**src/obbsat_pkg.sv**
```systemverilog
`timescale 1ns / 1ps
// ----------------------------------------------------------------------------
// obbsat_pkg
// Shared widths for the oriented box overlap pipeline.
// ----------------------------------------------------------------------------
package obbsat_pkg;
	localparam int CW = 24;   // centre, Q15.8
	localparam int RW = 16;   // cosine and sine, Q1.14
	localparam int HW = 16;   // half extents, Q8.8
	localparam int VW = RW + 1;   // axis component, holds the negated sine
	localparam int DW = CW + 1;   // centre difference
	localparam int DOTW = 2 * VW;          // axis by axis dot product
	localparam int CDOTW = DW + VW + 1;    // centre difference on an axis
	localparam int NAX = 4;                // a.u, a.v, b.u, b.v
endpackage

```
**src/obbsat_dot.sv**
```systemverilog
`timescale 1ns / 1ps
// ----------------------------------------------------------------------------
// obbsat_dot
// Signed two element dot product, computed at the output width PW.
// ----------------------------------------------------------------------------
module obbsat_dot #(
	parameter int AW = obbsat_pkg::VW,
	parameter int BW = obbsat_pkg::VW,
	parameter int PW = obbsat_pkg::DOTW
) (
	input  logic signed [AW-1:0] ax,
	input  logic signed [AW-1:0] ay,
	input  logic signed [BW-1:0] bx,
	input  logic signed [BW-1:0] by,
	output logic signed [PW-1:0] p
);
	logic signed [PW-1:0] px;
	logic signed [PW-1:0] py;

	assign px = PW'(ax) * PW'(bx);
	assign py = PW'(ay) * PW'(by);
	assign p  = px + py;
endmodule
```
**config.mk**
```make
export PLATFORM = sky130hd
export DESIGN_NAME = obbsat_dot
export DESIGN_NICKNAME = d
export VERILOG_FILES = /design/src/obbsat_pkg.sv /design/src/obbsat_dot.sv
export SDC_FILE = /design/constraint.sdc
export NUM_CORES = 2
export LEC_CHECK = 0
export ABC_AREA = 1
export BUFFER_PORTS_ARGS = -buffer_cell sky130_fd_sc_hd__buf_2
export CORE_AREA = 2 2 201 203
export DETAILED_ROUTE_END_ITERATION = 10
export DIE_AREA = 0 0 203 205
export PLACE_DENSITY = 0.8
export SLEW_MARGIN = 25
export SYNTH_ARGS = -nofsm -noshare
export SYNTH_HDL_FRONTEND = slang
export SYNTH_SLANG_ARGS = --single-unit
```
**constraint.sdc**
```tcl
create_clock -name vclk -period 9.07
set_input_delay 1.3605 -clock vclk [all_inputs]
set_output_delay 1.3605 -clock vclk [all_outputs]
set_load 0.01 [all_outputs]
```
==> summary.md <==
| Metric | Value |
|---|---|
| Status | complete, but fails checks |
| Failing checks | setup timing |
| Nets | between 4000 and 5000 |
| Register Area | 0 µm² |
| Drt wl/cell | around 18 µm |
| Via count | 18900 |
| Xor and xnor fraction of the mapped netlist area | under 10% |
| First-pass GRT wire length | 107 mm |
| Post-synthesis adder-cell area fraction | between 60% and 70% |
| Register area share after synthesis | 0% |
| Final worst setup slack | -0.256 ns |
| Synth Warn # | 0 |
| Total wire length | 67.8 mm |
| Ant. Diodes | 0 |
| Setup TNS | -1.19 ns |
| Synth-to-layout area growth | 21.1% |
| # rows | 73 |
| Cell area after synthesis | approximately 23000 µm² |
| Mux cell area share after synthesis | 0% |
| Worst rel slew slack | 50.6% |
| Crit path arrival time | 7.97 ns |
| Initial antenna violation count | 0 |
| Max stage delay cell, worst path | fa_2 |
| Sequential cells | 0 |
| Total GRT Usage | 33.5% |
| Hold Vio Cnt, Final | 0 |
| Largest net degree at the start of global routing | 17 |
| Setup Viol. Count Final | 12 |
| Fin crit period | around 9.3 ns |
| Top delay family on crit path | adder cells |
| Die area | 41600 µm² |
| Avg Cell Area, Syn | 8.14 µm² |
| Hold Path Class | input pin to primary output |
| Post-Syn Instances | 2866 |
| Hold_sp | ax[0] |
| RSZ-0062 raised after global routing | yes |
| Die Y | 205 µm |
| Worst slew pin tran | roughly 0.74 ns |
| Port Buffers | 102 |
| DRT Pass-1 Iters | 6 |
| Complex-gate fraction of the synthesized area | 2.10% |
| Crit-path max FO | 5 |
| DRC | 0 |
| Fin crit share | 103% |
| Number of routed nets with antenna violations | 0 |
| Distinct cells, synth | 40 |
| Crit path largest cell delay | 0.60 ns |
| GP Congestion | approximately 1.0 |
| Core ar. | 39400 µm² |
| Buf/Inv on CP | 12 |
| GR Overflow Total | 0 |
| Crit path required time | 7.71 ns |
| CP Capture Type | primary output |
| WHS Endpoint | p[0] |
| Crit path top cell by count | fa_1 |
| Synth Area in Simple Gates | 12.7% |
| Syn_nets | 3740 |
| Vias per cell | 5.13 |
| Layout cells sized above 1 | 22.0% |
| CP Launch Type | input pin |
| Die width | a little over 200 µm |
| Pre-CTS WS | -0.655 ns |
| I/O pin total | a little over 100 |
| Main combinational cell family by area after synthesis | adder cells |
| Hold-critical path depth | 6 |
| F_max | 0.107 GHz |
| Initial core utilization | a little under 60% |
| Vias in the first global route | 20700 |
| WHS | about 3.4 ns |
| Clkbuf count | 0 |
| Detailed Route Iter0 Violations | 1452 |
| Crit path kind | input pin to primary output |
| Max Cap Viol | 0 |
| Final max-slew violation count | 0 |
| Filler instances | about 2900 |
| HPWL Detailed | 59.4 mm |
==> repair_timing <==
| item | in CTS | in global routing |
|---|---|---|
| hold endpoints to repair | 0 | 0 |
| setup buffers | 20 | 47 |
| gates cloned | 0 | 1 |
| pin swaps | 62 | 201 |
| resized for setup | 162 | 308 |
| hold buffers | 0 | 0 |
| endpoints found under the setup margin | 16 | 21 |
==> metrics by stage <==
step,utilization [%],std cells,cell area [µm²]
finish,71.8,3686,28300
global route,71.8,3686,28300
CTS,68.3,3643,26900
detailed placement,66.3,3623,26100
global placement,66.3,3623,26100
floorplan,-,2866,23300
==> per-layer routing <==
metal	routed length (µm)	track usage, %
met1	24700	42.2
met2	34500	59.1
met3	5280	4.42
met4	3390	13.0
met5	0	0
==> kinds of logic after synthesis <==
family / count (synthesis)
buf+inv: 1194
fa+ha+maj: 806
simple gates: 749
compound gates: 77
xor+xnor: 40
==> cells in the mapped netlist (2+ instances only) <==
cell / count / area [µm²]
nand4_1: 5 / 31.3
nand3_2: 4 / 40.0
a21oi_2: 2 / 17.5
clkbuf_1: 133 / 499
a21oi_1: 33 / 165
a31oi_1: 2 / 12.5
nand2_2: 11 / 68.8
xor2_1: 24 / 210
inv_2: 2 / 7.51
o21ai_0: 18 / 90.1
o21ai_1: 2 / 10.0
a21o_1: 3 / 22.5
nand3_1: 21 / 105
o21bai_1: 2 / 15.0
o21ai_4: 2 / 32.5
ha_1: 144 / 1800
nor2_1: 52 / 195
fa_1: 662 / 13300
nor3_1: 5 / 25.0
xnor2_1: 16 / 140
inv_1: 1057 / 3970
nand2_1: 634 / 2380
o21a_1: 5 / 37.5
nor2_2: 2 / 12.5
or2_2: 10 / 62.6
==> layout make-up <==
cell class / instances / area [µm²] / share of cell area [%]
Multi-Input combinational cell: 1672 / 20000 / 70.6
Inverter: 1060 / 4000 / 14.1
Timing Repair Buffer: 429 / 3650 / 12.9
Tap cell: 525 / 657 / 2.32
==> worst max-delay path by stage <==
stage / startpoint / to / slack (ns) / cells after the start
5_1_grt: ay[16] / p[33] / -0.41 / 29
6_report: ay[16] / p[30] / -0.26 / 30
3_5_place_dp: ax[16] / p[33] / -0.66 / 26
2_1_floorplan: by[2] / p[29] / 0.02 / 24
3_3_place_gp: ax[16] / p[33] / -0.63 / 27
4_1_cts: ay[16] / p[33] / -0.23 / 30
==> tightest hold or removal path: cells and delay by family <==
family | cells | cell delay, ns
fa+ha+maj | 1 | 0.11
buf+inv | 4 | 0.50
simple gates | 1 | 0.08
==> cell usage in the layout (no fill, tap or decap), types with 14 or more instances in the layout <==
master	count
fa_1	630
xnor2_1	14
buf_6	74
inv_2	58
ha_1	121
nor2_1	35
buf_12	15
xor2_1	22
nand2_2	37
buf_4	260
fa_2	32
nand2_1	592
buf_2	61
inv_1	995
a21oi_2	15
ha_4	22
Power is not shown: default switching activity piles up to over one toggle a cycle in this logic, so the estimate is an artifact.
